===== config.mk =====
export PLATFORM = sky130hd
export DESIGN_NAME = strip_edge_consistency_tracker
export DESIGN_NICKNAME = d
export VERILOG_FILES = /design/src/rtl/sect_pkg.sv /design/src/rtl/sect_eval.sv /design/src/rtl/strip_edge_consistency_tracker.sv
export SDC_FILE = /design/constraint.sdc
export NUM_CORES = 2
export LEC_CHECK = 0
export BUFFER_PORTS_ARGS = -buffer_cell sky130_fd_sc_hd__buf_2
export CORE_MARGIN = 8
export CORE_UTILIZATION = 45
export DETAILED_ROUTE_END_ITERATION = 10
export SLEW_MARGIN = 10
export SYNTH_ARGS = -nofsm -noshare
export SYNTH_HDL_FRONTEND = slang
export SYNTH_SLANG_ARGS = --single-unit
export TNS_END_PERCENT = 30

===== constraint.sdc =====
create_clock -name clk -period 23.7 [get_ports clk]
set_input_delay 4.74 -clock clk [delete_from_list [all_inputs] [get_ports clk]]
set_output_delay 4.74 -clock clk [all_outputs]
set_load 0.01 [all_outputs]

===== src/rtl/sect_pkg.sv =====
// ----------------------------------------------------------------------------
// sect_pkg: shared types, constants and helpers of the strip edge tracker
// Mode and action codes, register indexes, and the structs that travel
// between the top level and the evaluation logic.
// ----------------------------------------------------------------------------
package sect_pkg;

    localparam int SURFACES   = 2;
    localparam int POS_W      = 17;
    localparam int CALC_W     = 21;
    localparam int SKIP_W     = 10;
    localparam int INWARD_W   = 13;
    localparam int CFG_IDX_W  = 3;
    localparam int CFG_DATA_W = 17;
    localparam int RANGE_W    = 15;
    localparam int WIDTH_W    = 17;
    localparam int SKIPF_W    = 8;

    // reciprocal of 5, exact for dividends below 2**18
    localparam logic [16:0] RECIP5       = 17'd52429;
    localparam int          RECIP5_SHIFT = 18;
    // reciprocal of 10, exact for dividends below 2**22
    localparam logic [20:0] RECIP10       = 21'd1677722;
    localparam int          RECIP10_SHIFT = 24;
    localparam int          CENTRE_Q_W    = 18;

    localparam logic [RANGE_W-1:0] DETECT_RESET   = 15'd1000;
    localparam logic [RANGE_W-1:0] RECOVERY_RESET = 15'd2000;
    localparam logic [RANGE_W-1:0] WIDTH_TOL_RESET = 15'd500;
    localparam logic [RANGE_W-1:0] PREV_TOL_RESET = 15'd500;
    localparam logic [WIDTH_W-1:0] CW_MAX_RESET   = 17'd30000;

    typedef enum logic [2:0] {
        MODE_NONE   = 3'd0,
        MODE_BACK   = 3'd1,
        MODE_SKIP   = 3'd2,
        MODE_OK     = 3'd3,
        MODE_ONE    = 3'd4,
        MODE_CENTRE = 3'd5
    } mode_t;

    typedef enum logic [1:0] {
        ACT_FRAME       = 2'd0,
        ACT_COIL_CHANGE = 2'd1,
        ACT_COIL_START  = 2'd2,
        ACT_COIL_END    = 2'd3
    } act_t;

    typedef enum logic [CFG_IDX_W-1:0] {
        CFG_PASSTHROUGH  = 3'd0,
        CFG_CAM_ADJUST   = 3'd1,
        CFG_DETECT_RANGE = 3'd2,
        CFG_RECOVERY     = 3'd3,
        CFG_WIDTH_TOL    = 3'd4,
        CFG_PREV_TOL     = 3'd5,
        CFG_SKIP_FRAMES  = 3'd6,
        CFG_CW_MAX       = 3'd7
    } cfg_idx_t;

    typedef struct packed {
        logic                passthrough;
        logic                cam_adjust;
        logic [RANGE_W-1:0]  detect_range;
        logic [RANGE_W-1:0]  recovery_range;
        logic [RANGE_W-1:0]  width_tol;
        logic [RANGE_W-1:0]  prev_tol;
        logic [WIDTH_W-1:0]  coil_width_max;
        logic [INWARD_W-1:0] inward;
    } cfg_t;

    typedef struct packed {
        mode_t                    mode;
        logic signed [POS_W-1:0]  last_left;
        logic signed [POS_W-1:0]  last_right;
        logic [WIDTH_W-1:0]       exp_width;
        logic signed [SKIP_W-1:0] skip_count;
    } surf_state_t;

    typedef struct packed {
        mode_t                   mode;
        logic signed [POS_W-1:0] fin_left;
        logic signed [POS_W-1:0] fin_right;
        logic                    usable;
        logic                    consistent;
        logic [3:0]              faults;
        logic                    changed;
    } eval_result_t;

    function automatic logic signed [CALC_W-1:0] sext_calc(input logic signed [POS_W-1:0] v);
        return {{(CALC_W-POS_W){v[POS_W-1]}}, v};
    endfunction

    function automatic logic [CALC_W-1:0] abs_calc(input logic signed [CALC_W-1:0] v);
        logic [CALC_W-1:0] r;
        r = v[CALC_W-1] ? CALC_W'(-v) : CALC_W'(v);
        return r;
    endfunction

    function automatic logic signed [POS_W-1:0] sat_pos(input logic signed [CALC_W-1:0] v);
        logic signed [POS_W-1:0] r;
        if (v > $signed(21'sd65535))
        begin
            r = 17'sh0FFFF;
        end
        else if (v < $signed(-21'sd65536))
        begin
            r = 17'sh10000;
        end
        else
        begin
            r = v[POS_W-1:0];
        end
        return r;
    endfunction

    // (d + 2) / 5, the inward shift of the estimated edge
    function automatic logic [INWARD_W-1:0] inward_of(input logic [RANGE_W-1:0] d);
        logic [RANGE_W:0]     x;
        logic [2*RANGE_W+2:0] p;
        x = {1'b0, d} + (RANGE_W+1)'(2);
        p = {17'b0, x} * {16'b0, RECIP5};
        return p[RECIP5_SHIFT +: INWARD_W];
    endfunction

endpackage


===== src/rtl/sect_eval.sv =====
// ----------------------------------------------------------------------------
// sect_eval: edge mode decision for one frame
// Window, width and previous-edge checks, one-edge estimate and the
// line-centre fallback, all in one combinational pass.
// ----------------------------------------------------------------------------
module sect_eval (
    input  sect_pkg::cfg_t                           cfg,
    input  sect_pkg::surf_state_t                    st,
    input  logic signed [sect_pkg::POS_W-1:0]        left_edge,
    input  logic signed [sect_pkg::POS_W-1:0]        right_edge,
    output sect_pkg::eval_result_t                   res,
    output logic signed [sect_pkg::SKIP_W-1:0]       skip_next
);

    localparam int CW = sect_pkg::CALC_W;

    logic                  en_l;
    logic                  en_r;
    logic signed [CW-1:0]  raw_l;
    logic signed [CW-1:0]  raw_r;
    logic signed [CW-1:0]  last_l;
    logic signed [CW-1:0]  last_r;
    logic signed [CW-1:0]  w_s;
    logic                  width_known;
    logic                  fault_l;
    logic                  fault_r;
    logic                  width_bad;
    logic signed [CW-1:0]  mw;
    logic signed [CW-1:0]  tol_s;
    logic [CW-1:0]         dl;
    logic [CW-1:0]         dr;
    logic [CW-1:0]         pt_u;
    logic                  near_ok;
    logic signed [CW-1:0]  inward_s;
    logic signed [CW-1:0]  one_l;
    logic signed [CW-1:0]  one_r;
    logic signed [CW-1:0]  v;
    logic [CW-1:0]         mag;
    logic [CW-1:0]         x;
    logic [2*CW-1:0]       prod;
    logic [sect_pkg::CENTRE_Q_W-1:0] q;
    logic signed [CW-1:0]  q_s;
    logic signed [CW-1:0]  ctr_r;
    logic                  ctr_zero;
    sect_pkg::mode_t       mode;
    logic signed [CW-1:0]  fin_l;
    logic signed [CW-1:0]  fin_r;
    logic [3:0]            faults;
    logic                  consistent;

    assign en_l   = left_edge[sect_pkg::POS_W-1];
    assign en_r   = !right_edge[sect_pkg::POS_W-1] && (right_edge != '0);
    assign raw_l  = en_l ? sect_pkg::sext_calc(left_edge) : '0;
    assign raw_r  = en_r ? sect_pkg::sext_calc(right_edge) : '0;
    assign last_l = sect_pkg::sext_calc(st.last_left);
    assign last_r = sect_pkg::sext_calc(st.last_right);
    assign w_s    = $signed({{(CW-sect_pkg::WIDTH_W){1'b0}}, st.exp_width});
    assign width_known = (st.exp_width != '0);

    assign skip_next = (st.skip_count > 0) ? st.skip_count - sect_pkg::SKIP_W'(1)
                                           : st.skip_count;

    // window tests in doubled units
    assign fault_l = !en_l || (sect_pkg::abs_calc(-w_s - (raw_l <<< 1))
                     > {{(CW-sect_pkg::RANGE_W){1'b0}}, cfg.detect_range});
    assign fault_r = !en_r || (sect_pkg::abs_calc(w_s - (raw_r <<< 1))
                     > {{(CW-sect_pkg::RANGE_W){1'b0}}, cfg.detect_range});

    assign tol_s     = $signed({{(CW-sect_pkg::RANGE_W){1'b0}}, cfg.width_tol});
    assign mw        = raw_r - raw_l;
    assign width_bad = (mw < w_s - tol_s) || (mw > w_s + tol_s);

    assign dl      = sect_pkg::abs_calc(last_l - raw_l);
    assign dr      = sect_pkg::abs_calc(last_r - raw_r);
    assign pt_u    = {{(CW-sect_pkg::RANGE_W){1'b0}}, cfg.prev_tol};
    assign near_ok = (en_l && ({dl[CW-2:0], 1'b0} <= pt_u))
                  || (en_r && ({dr[CW-2:0], 1'b0} <= pt_u));

    assign inward_s = $signed({{(CW-sect_pkg::INWARD_W){1'b0}}, cfg.inward});
    assign one_l    = (dl <= dr) ? raw_l : raw_r - w_s + inward_s;
    assign one_r    = (dl <= dr) ? raw_l + w_s - inward_s : raw_r;

    // centre: round((5w - 4r) / 10), halves away from zero, left mirrors right
    assign v    = (w_s <<< 2) + w_s
                - $signed({{(CW-sect_pkg::RANGE_W-2){1'b0}}, cfg.recovery_range, 2'b00});
    assign mag  = sect_pkg::abs_calc(v);
    assign x    = mag + CW'(5);
    assign prod = {{CW{1'b0}}, x} * {{CW{1'b0}}, sect_pkg::RECIP10};
    assign q    = prod[sect_pkg::RECIP10_SHIFT +: sect_pkg::CENTRE_Q_W];
    assign q_s  = $signed({{(CW-sect_pkg::CENTRE_Q_W){1'b0}}, q});
    assign ctr_r = v[CW-1] ? -q_s : q_s;
    assign ctr_zero = !width_known || (st.exp_width >= cfg.coil_width_max);

    always_comb
    begin
        mode       = st.mode;
        fin_l      = raw_l;
        fin_r      = raw_r;
        faults     = 4'b0000;
        consistent = en_l && en_r;
        if (cfg.passthrough)
        begin
            consistent = 1'b1;
        end
        else
        begin
            if (cfg.cam_adjust)
            begin
                mode = sect_pkg::MODE_NONE;
                if (!en_l) fin_l = last_l;
                if (!en_r) fin_r = last_r;
            end
            else if (!width_known)
            begin
                if (st.mode == sect_pkg::MODE_NONE)
                begin
                    mode = (en_l && en_r) ? sect_pkg::MODE_BACK : sect_pkg::MODE_NONE;
                end
                else
                begin
                    mode = sect_pkg::MODE_BACK;
                    if (!en_l) fin_l = last_l;
                    if (!en_r) fin_r = last_r;
                end
            end
            else if (skip_next != '0)
            begin
                mode = sect_pkg::MODE_SKIP;
                if (!en_l) fin_l = last_l;
                if (!en_r) fin_r = last_r;
            end
            else
            begin
                faults[0] = fault_l;
                faults[1] = fault_r;
                if (fault_l || fault_r)
                begin
                    mode = sect_pkg::MODE_ONE;
                end
                else if (width_bad)
                begin
                    mode      = sect_pkg::MODE_ONE;
                    faults[2] = 1'b1;
                end
                else
                begin
                    mode = sect_pkg::MODE_OK;
                end
            end

            if (mode == sect_pkg::MODE_ONE)
            begin
                consistent = 1'b0;
                if ((st.mode != sect_pkg::MODE_SKIP) && near_ok)
                begin
                    fin_l = one_l;
                    fin_r = one_r;
                end
                else
                begin
                    mode      = sect_pkg::MODE_CENTRE;
                    faults[3] = 1'b1;
                    fin_l     = ctr_zero ? '0 : -ctr_r;
                    fin_r     = ctr_zero ? '0 : ctr_r;
                end
            end
        end
    end

    assign res.mode       = mode;
    assign res.fin_left   = sect_pkg::sat_pos(fin_l);
    assign res.fin_right  = sect_pkg::sat_pos(fin_r);
    assign res.usable     = !cfg.passthrough && ((mode == sect_pkg::MODE_OK)
                            || (mode == sect_pkg::MODE_ONE) || (mode == sect_pkg::MODE_CENTRE));
    assign res.consistent = consistent;
    assign res.faults     = faults;
    assign res.changed    = !cfg.passthrough && (mode != st.mode)
                            && (mode != sect_pkg::MODE_NONE);

endmodule


===== src/rtl/strip_edge_consistency_tracker.sv =====
// ----------------------------------------------------------------------------
// strip_edge_consistency_tracker: per-surface strip edge tracking
// Checks raw frame edges against the coil width and picks an edge mode.
// ----------------------------------------------------------------------------
// Each input transaction is either a frame (raw left/right edges) or a coil
// event (physical change, logical start, end) for one strip surface. Frames
// give exactly one output transaction: edge mode, final edges, usable and
// consistent flags, fault bits and a mode-changed flag; coil events only
// update that surface's state and give nothing. The block has an input
// register and a result register with the evaluation logic between them;
// a frame's result is registered as the frame leaves the input register, and
// a new transaction can be taken every cycle while the result register is
// free or being emptied; the per-surface state is written in the same cycle,
// so back-to-back frames on the same surface see each other. The rate is set
// by the single evaluation pass (window, width and previous edge checks plus
// the reciprocal multiply of the centre fallback). The input keeps taking
// transactions while a result waits, until the result register is full and
// a frame sits in the input register. No clearing pass after reset. The user
// must write registers through cfg_we/cfg_index/cfg_data only while the
// block is idle; the block itself does not enforce this.
module strip_edge_consistency_tracker (
    input  logic        clk,
    input  logic        rst_n,
    // configuration write port
    input  logic                              cfg_we,
    input  logic [sect_pkg::CFG_IDX_W-1:0]    cfg_index,
    input  logic [sect_pkg::CFG_DATA_W-1:0]   cfg_data,
    // input stream
    input  logic        s_tvalid,
    output logic        s_tready,
    // tdata from bit 0: left_edge[16:0], right_edge[33:17], coil_width[50:34],
    // is_init[51], zero pad[55:52]
    input  logic [55:0] s_tdata,
    // tuser from bit 0: action[1:0], surface[2]
    input  logic [2:0]  s_tuser,
    // result stream
    output logic        m_tvalid,
    input  logic        m_tready,
    // tdata from bit 0: edge_mode[2:0], final_left[19:3], final_right[36:20],
    // answer_usable[37], edges_consistent[38], fault_bits[42:39],
    // mode_changed[43], zero pad[47:44]
    output logic [47:0] m_tdata
);

    // configuration registers
    logic                              passthrough_reg;
    logic                              cam_adjust_reg;
    logic [sect_pkg::RANGE_W-1:0]      detect_range_reg;
    logic [sect_pkg::RANGE_W-1:0]      recovery_range_reg;
    logic [sect_pkg::RANGE_W-1:0]      width_tol_reg;
    logic [sect_pkg::RANGE_W-1:0]      prev_tol_reg;
    logic [sect_pkg::SKIPF_W-1:0]      skip_frames_reg;
    logic [sect_pkg::WIDTH_W-1:0]      cw_max_reg;
    logic [sect_pkg::INWARD_W-1:0]     inward_reg;

    // input register
    logic                              in_vld_reg;
    sect_pkg::act_t                    in_action_reg;
    logic                              in_surface_reg;
    logic signed [sect_pkg::POS_W-1:0] in_left_reg;
    logic signed [sect_pkg::POS_W-1:0] in_right_reg;
    logic [sect_pkg::WIDTH_W-1:0]      in_width_reg;
    logic                              in_init_reg;

    // per-surface state
    sect_pkg::mode_t                    mode_store_reg [sect_pkg::SURFACES];
    logic signed [sect_pkg::POS_W-1:0]  last_left_reg  [sect_pkg::SURFACES];
    logic signed [sect_pkg::POS_W-1:0]  last_right_reg [sect_pkg::SURFACES];
    logic [sect_pkg::WIDTH_W-1:0]       exp_width_reg  [sect_pkg::SURFACES];
    logic signed [sect_pkg::SKIP_W-1:0] skip_count_reg [sect_pkg::SURFACES];

    // result register
    logic                              out_vld_reg;
    sect_pkg::eval_result_t            out_res_reg;

    sect_pkg::cfg_t                    cfg;
    sect_pkg::surf_state_t             cur_state;
    sect_pkg::eval_result_t            eval_res;
    logic signed [sect_pkg::SKIP_W-1:0] skip_next;
    logic [sect_pkg::SKIP_W-1:0]       skip_load;
    logic [sect_pkg::WIDTH_W-1:0]      width_next;
    logic                              surf_ok;
    logic                              makes_result;
    logic                              advance;

    // ------------------------------------------------------------------------
    // configuration; the inward shift ((detect_range + 2) / 5) is kept ready
    // ------------------------------------------------------------------------
    always_ff @(posedge clk or negedge rst_n)
    begin
        if (!rst_n)
        begin
            passthrough_reg    <= 1'b0;
            cam_adjust_reg     <= 1'b0;
            detect_range_reg   <= sect_pkg::DETECT_RESET;
            recovery_range_reg <= sect_pkg::RECOVERY_RESET;
            width_tol_reg      <= sect_pkg::WIDTH_TOL_RESET;
            prev_tol_reg       <= sect_pkg::PREV_TOL_RESET;
            skip_frames_reg    <= '0;
            cw_max_reg         <= sect_pkg::CW_MAX_RESET;
            inward_reg         <= sect_pkg::inward_of(sect_pkg::DETECT_RESET);
        end
        else
        begin
            if (cfg_we)
            begin
                case (cfg_index)
                    sect_pkg::CFG_PASSTHROUGH:  passthrough_reg    <= cfg_data[0];
                    sect_pkg::CFG_CAM_ADJUST:   cam_adjust_reg     <= cfg_data[0];
                    sect_pkg::CFG_DETECT_RANGE:
                    begin
                        detect_range_reg <= cfg_data[sect_pkg::RANGE_W-1:0];
                        inward_reg       <= sect_pkg::inward_of(cfg_data[sect_pkg::RANGE_W-1:0]);
                    end
                    sect_pkg::CFG_RECOVERY:     recovery_range_reg <= cfg_data[sect_pkg::RANGE_W-1:0];
                    sect_pkg::CFG_WIDTH_TOL:    width_tol_reg      <= cfg_data[sect_pkg::RANGE_W-1:0];
                    sect_pkg::CFG_PREV_TOL:     prev_tol_reg       <= cfg_data[sect_pkg::RANGE_W-1:0];
                    sect_pkg::CFG_SKIP_FRAMES:  skip_frames_reg    <= cfg_data[sect_pkg::SKIPF_W-1:0];
                    sect_pkg::CFG_CW_MAX:       cw_max_reg         <= cfg_data[sect_pkg::WIDTH_W-1:0];
                    default: ;
                endcase
            end
        end
    end

    assign cfg.passthrough    = passthrough_reg;
    assign cfg.cam_adjust     = cam_adjust_reg;
    assign cfg.detect_range   = detect_range_reg;
    assign cfg.recovery_range = recovery_range_reg;
    assign cfg.width_tol      = width_tol_reg;
    assign cfg.prev_tol       = prev_tol_reg;
    assign cfg.coil_width_max = cw_max_reg;
    assign cfg.inward         = inward_reg;

    // ------------------------------------------------------------------------
    // flow control: the input stage moves on when its transaction gives no
    // result or the result register is free or being emptied
    // ------------------------------------------------------------------------
    assign surf_ok      = (32'(in_surface_reg) < sect_pkg::SURFACES);
    assign makes_result = (in_action_reg == sect_pkg::ACT_FRAME) && surf_ok;
    assign advance      = in_vld_reg && (!makes_result || !out_vld_reg || m_tready);
    assign s_tready     = !in_vld_reg || advance;

    always_ff @(posedge clk or negedge rst_n)
    begin
        if (!rst_n)
        begin
            in_vld_reg <= 1'b0;
        end
        else if (s_tready)
        begin
            in_vld_reg <= s_tvalid;
        end
    end

    always_ff @(posedge clk)
    begin
        if (s_tready && s_tvalid)
        begin
            in_action_reg  <= sect_pkg::act_t'(s_tuser[1:0]);
            in_surface_reg <= s_tuser[2];
            in_left_reg    <= s_tdata[16:0];
            in_right_reg   <= s_tdata[33:17];
            in_width_reg   <= s_tdata[50:34];
            in_init_reg    <= s_tdata[51];
        end
    end

    // ------------------------------------------------------------------------
    // evaluation of the frame in the input register
    // ------------------------------------------------------------------------
    assign cur_state.mode       = mode_store_reg[in_surface_reg];
    assign cur_state.last_left  = last_left_reg[in_surface_reg];
    assign cur_state.last_right = last_right_reg[in_surface_reg];
    assign cur_state.exp_width  = exp_width_reg[in_surface_reg];
    assign cur_state.skip_count = skip_count_reg[in_surface_reg];

    sect_eval u_eval (
        .cfg        (cfg),
        .st         (cur_state),
        .left_edge  (in_left_reg),
        .right_edge (in_right_reg),
        .res        (eval_res),
        .skip_next  (skip_next)
    );

    // coil start: dead-zone length is skip_frames + 1 unless zero
    assign skip_load  = (skip_frames_reg == '0) ? '0
                      : {{(sect_pkg::SKIP_W-sect_pkg::SKIPF_W){1'b0}}, skip_frames_reg}
                        + sect_pkg::SKIP_W'(1);
    // widths of zero or at/above the limit count as unknown
    assign width_next = ((in_width_reg == '0) || (in_width_reg >= cw_max_reg))
                      ? '0 : in_width_reg;

    // ------------------------------------------------------------------------
    // per-surface state update
    // ------------------------------------------------------------------------
    always_ff @(posedge clk or negedge rst_n)
    begin
        if (!rst_n)
        begin
            for (int i = 0; i < sect_pkg::SURFACES; i++)
            begin
                mode_store_reg[i] <= sect_pkg::MODE_NONE;
                last_left_reg[i]  <= '0;
                last_right_reg[i] <= '0;
                exp_width_reg[i]  <= '0;
                skip_count_reg[i] <= '0;
            end
        end
        else if (advance && surf_ok)
        begin
            case (in_action_reg)
                sect_pkg::ACT_FRAME:
                begin
                    mode_store_reg[in_surface_reg] <= eval_res.mode;
                    last_left_reg[in_surface_reg]  <= eval_res.fin_left;
                    last_right_reg[in_surface_reg] <= eval_res.fin_right;
                    skip_count_reg[in_surface_reg] <= skip_next;
                end
                sect_pkg::ACT_COIL_CHANGE:
                begin
                    // held in skip until the next logical start
                    skip_count_reg[in_surface_reg] <= -sect_pkg::SKIP_W'(1);
                end
                sect_pkg::ACT_COIL_START:
                begin
                    exp_width_reg[in_surface_reg] <= width_next;
                    if (!in_init_reg)
                    begin
                        skip_count_reg[in_surface_reg] <= $signed(skip_load);
                    end
                end
                sect_pkg::ACT_COIL_END:
                begin
                    exp_width_reg[in_surface_reg] <= '0;
                end
                default: ;
            endcase
        end
    end

    // ------------------------------------------------------------------------
    // result register
    // ------------------------------------------------------------------------
    always_ff @(posedge clk or negedge rst_n)
    begin
        if (!rst_n)
        begin
            out_vld_reg <= 1'b0;
        end
        else if (advance && makes_result)
        begin
            out_vld_reg <= 1'b1;
        end
        else if (m_tready)
        begin
            out_vld_reg <= 1'b0;
        end
    end

    always_ff @(posedge clk)
    begin
        if (advance && makes_result)
        begin
            out_res_reg <= eval_res;
        end
    end

    assign m_tvalid = out_vld_reg;
    assign m_tdata  = {4'b0000,
                       out_res_reg.changed,
                       out_res_reg.faults,
                       out_res_reg.consistent,
                       out_res_reg.usable,
                       out_res_reg.fin_right,
                       out_res_reg.fin_left,
                       out_res_reg.mode};

    // ------------------------------------------------------------------------
    // assertions
    // ------------------------------------------------------------------------
    a_frame_gives_result: assert property (@(posedge clk) disable iff (!rst_n)
        (advance && makes_result) |=> m_tvalid)
        else $error("frame left the input stage without a result");

    a_mode_stored: assert property (@(posedge clk) disable iff (!rst_n)
        (advance && makes_result) |=>
            (mode_store_reg[$past(in_surface_reg)] == out_res_reg.mode))
        else $error("stored mode differs from delivered mode");

    a_taken_is_held: assert property (@(posedge clk) disable iff (!rst_n)
        (s_tvalid && s_tready) |=> in_vld_reg)
        else $error("accepted transaction lost in the input stage");

    a_blocked_holds: assert property (@(posedge clk) disable iff (!rst_n)
        (in_vld_reg && !advance) |=> (in_vld_reg && $stable(in_surface_reg)))
        else $error("input stage changed while blocked");

    generate
        for (genvar g = 0; g < sect_pkg::SURFACES; g++)
        begin : g_skip_chk
            a_skip_range: assert property (@(posedge clk) disable iff (!rst_n)
                (skip_count_reg[g] >= -sect_pkg::SKIP_W'(1)))
                else $error("skip count below hold value");
        end
    endgenerate

endmodule


==> flow_summary.toml <==
[sta]
clock.fmax_mhz = 54.79
fin_ws_ns = 5.449
finalSetupViolations = 0
relSlewSlack = 0.1962
final.setup.tns_ns = 0
rsz0062_at_grt = "no"
maxSlewViolCount = 0
hold_violations = 0
layout_worst_path_cycle_share = 0.7701
period_minus_slack_ns = 18.25
worst_pin_slew_ns = 1.189
skew_ns = 0.02323

[hold_path]
min_path_type = "reg2reg"
min_path_cells = 2
hp-start = "cw_max_reg[1]"
holdPathEnd = "cw_max_reg[1]"

[die]
fp.dieW_um = 330.9
rows = 115
dieArea_sq_um = 109500
coreArea_sq_um = 98280
io_pins = 134
initial_core_util = 0.4540
die_h_um = 330.9

[synth]
synth_compound_area_frac = 0.1767
synthArstFlopShare = 0.6991
synthAdderAreaFrac = 0.3142
synth_top_family_by_area = "adder cells"
synth.top_cells.by_area = "ha_1, fa_1, dfrtp_1"
synth_commonest_cells = "ha_1, inv_1, nor2_1, nand2_1, a21oi_1"
yosysMostFrequentCell = "ha_1"
synth.top_cell.area_share = 0.1957
synth_mux_area_frac = 0.04809
syn_avg_cell_area_sq_um = 8.891
synth_xor_area_frac = 0.05860
synth_simple_gate_area_frac = 0.1380
ys.flop_type = "dfrtp_1"
ys_seq_area_frac = 0.1966
syn_inst = 5019
yosys_register_bits = 329
synth_edf_count = 99
synthesis.area_sq_um = 44620
ys_warn_count = 0
yosysTopAreaCell = "ha_1"
yosysUniqueCellTypes = 95

[critical_path]
max_stage_delay_ns = 0.88
r2r_start = "in_surface_reg"
worstSetupEndpointType = "flip-flop"
critPathBufInv = 8
r2r_end = "last_left_reg[29]"
ff2ff_setup_slack_ns = 5.45
crit_type = "reg2reg"
worst_path_max_delay_cell = "o311ai_4"
critical_path.top_delay_family = "compound AO/OA/AOI/OAI gates"
critical_path_arrival_ns = 18.76
path_max_fanout = 57
ff2ff_path_depth = 52
startpoint_type = "flip-flop"
critPathRequiredTime_ns = 24.21

[global_route]
antenna_found_initial = 10
grt_start_max_net_pins = 150
grt_pass1_wl_mm = 219.6
grt_overflow_total = 0
grt_usage = 0.2597
grt_pass1_vias = 36820

[clock_network]
cts_root_buf = "clkbuf_16"
path_clk_slew_ns = 0.06
cts-htree-levels = 2
cts_tree = "built"
cts_setup_buffers = 0
holdBufCountCts = 0
cts_buffers = 40
cts_resized = 0
cts_max_path_buffers = 3
clk_latency_ns = 0.60
cts_sinks = 329

[routing]
ant_nets = 0
via_per_inst = 5.811
vias = 37500
finalWirelength_mm = 143.7
drc_errors = 0
routedWlPerCell_um = 22.26
drt_pass1_iterations = 6
drtIter0Drc = 3041

[job]
maxCapViolations = 0

[placed_design]
portBuffers = 125
place.gp.congestion = 0.9684
placed_cells = 6368
pre_cts_ws_ns = 5.700
hpwl_mm = 114.7
postPlaceCellArea_sq_um = 46910

[cells_and_area]
multi_input_area_sq_um = 32970
final_cell_count_no_fill = 6453
seq_area_sq_um = 8771
nNetsFinal = 6169
drive_gt1_frac = 0.09971
fillers = 9538
stdcell_area_sq_um = 48290
largest_reg_flops = 44
syn_to_final_growth_pct = 8.224

[outcome]
status = "finished, final reports clean"
cells in the final DEF, fill, tap and decap left out, types with 42 or more instances in the layout:
| master | n |
|---|---|
| nor2_1 | 325 |
| buf_2 | 124 |
| o21a_1 | 70 |
| nand2b_1 | 55 |
| a21o_1 | 89 |
| ha_1 | 698 |
| edfxtp_1 | 99 |
| fa_1 | 264 |
| xor2_1 | 101 |
| and3_1 | 44 |
| nor2b_1 | 53 |
| nand3_1 | 90 |
| a211oi_1 | 42 |
| nor3_1 | 95 |
| xnor2_1 | 195 |
| dfrtp_1 | 196 |
| a21oi_1 | 283 |
| inv_1 | 639 |
| mux2_2 | 145 |
| mux2i_1 | 48 |
| nand2_1 | 306 |
| buf_4 | 67 |
| a31oi_1 | 73 |
| nand4_1 | 48 |
| o21ai_0 | 279 |
stage by stage:
stage,util,hold slack (ns)
CTS,0.4911,0.4836
global route,0.4912,0.5127
detailed placement,0.4774,0.4704
global placement,0.4774,0.4623
finish,0.4914,0.4828
floorplan,-,0.4476
worst reg2reg max path, delay by kind of cell, from the launching register on:
kind	cells	cell delay (ns)
AO/OA/AOI/OAI	17	5.82
adder cells (fa/ha/maj)	10	4.50
AND/OR/NAND/NOR	12	2.95
buffers and inverters	8	2.31
multiplexers	4	1.54
XOR/XNOR	1	0.74
flip-flops	1	0.33
kinds of logic (layout without fill, tap and decap cells):
| logic type | Yosys count | after routing |
|---|---|---|
| compound gates | 1208 | 1208 |
| xor+xnor | 297 | 297 |
| other cells | 2 | 30 |
| flops | 329 | 329 |
| mux | 195 | 195 |
| buf+inv | 788 | 907 |
| simple gates | 1238 | 1238 |
| fa+ha+maj | 962 | 962 |
cell type report:
type                    count  area share
clock inverters            22    0.005700
flip-flops and latches    329      0.1816
repair buffers            193     0.02399
clock buffers              52     0.02228
well taps                1287     0.03335
diodes                     11   0.0005700
inverters                 640     0.04975
multi-input cells        3919      0.6827
worst max-delay path by stage:
stage,start,end,slack (ns),depth (start not counted)
4_1_cts,in_surface_reg,last_left_reg[29],5.59,52
2_1_floorplan,in_surface_reg,m_tdata[14],7.01,66
6_report,in_surface_reg,last_left_reg[29],5.45,52
3_5_place_dp,in_surface_reg,last_left_reg[29],5.70,52
3_3_place_gp,in_surface_reg,last_left_reg[28],5.76,56
5_1_grt,in_surface_reg,last_left_reg[12],4.33,52
metal layers:
layer  global-route usage  vias to the layer above  wire (um)  part of all wire
li1                     -                    17970          -                 -
met1               0.3524                    18230      63710              0.44
met2               0.4271                     1069      65860              0.46
met3              0.03329                      232       8654             0.060
met4              0.08694                        0       5436             0.038
met5                    0                        -          0                 0
Power is not shown: default switching activity piles up to over one toggle a cycle in this logic, so the estimate is an artifact.
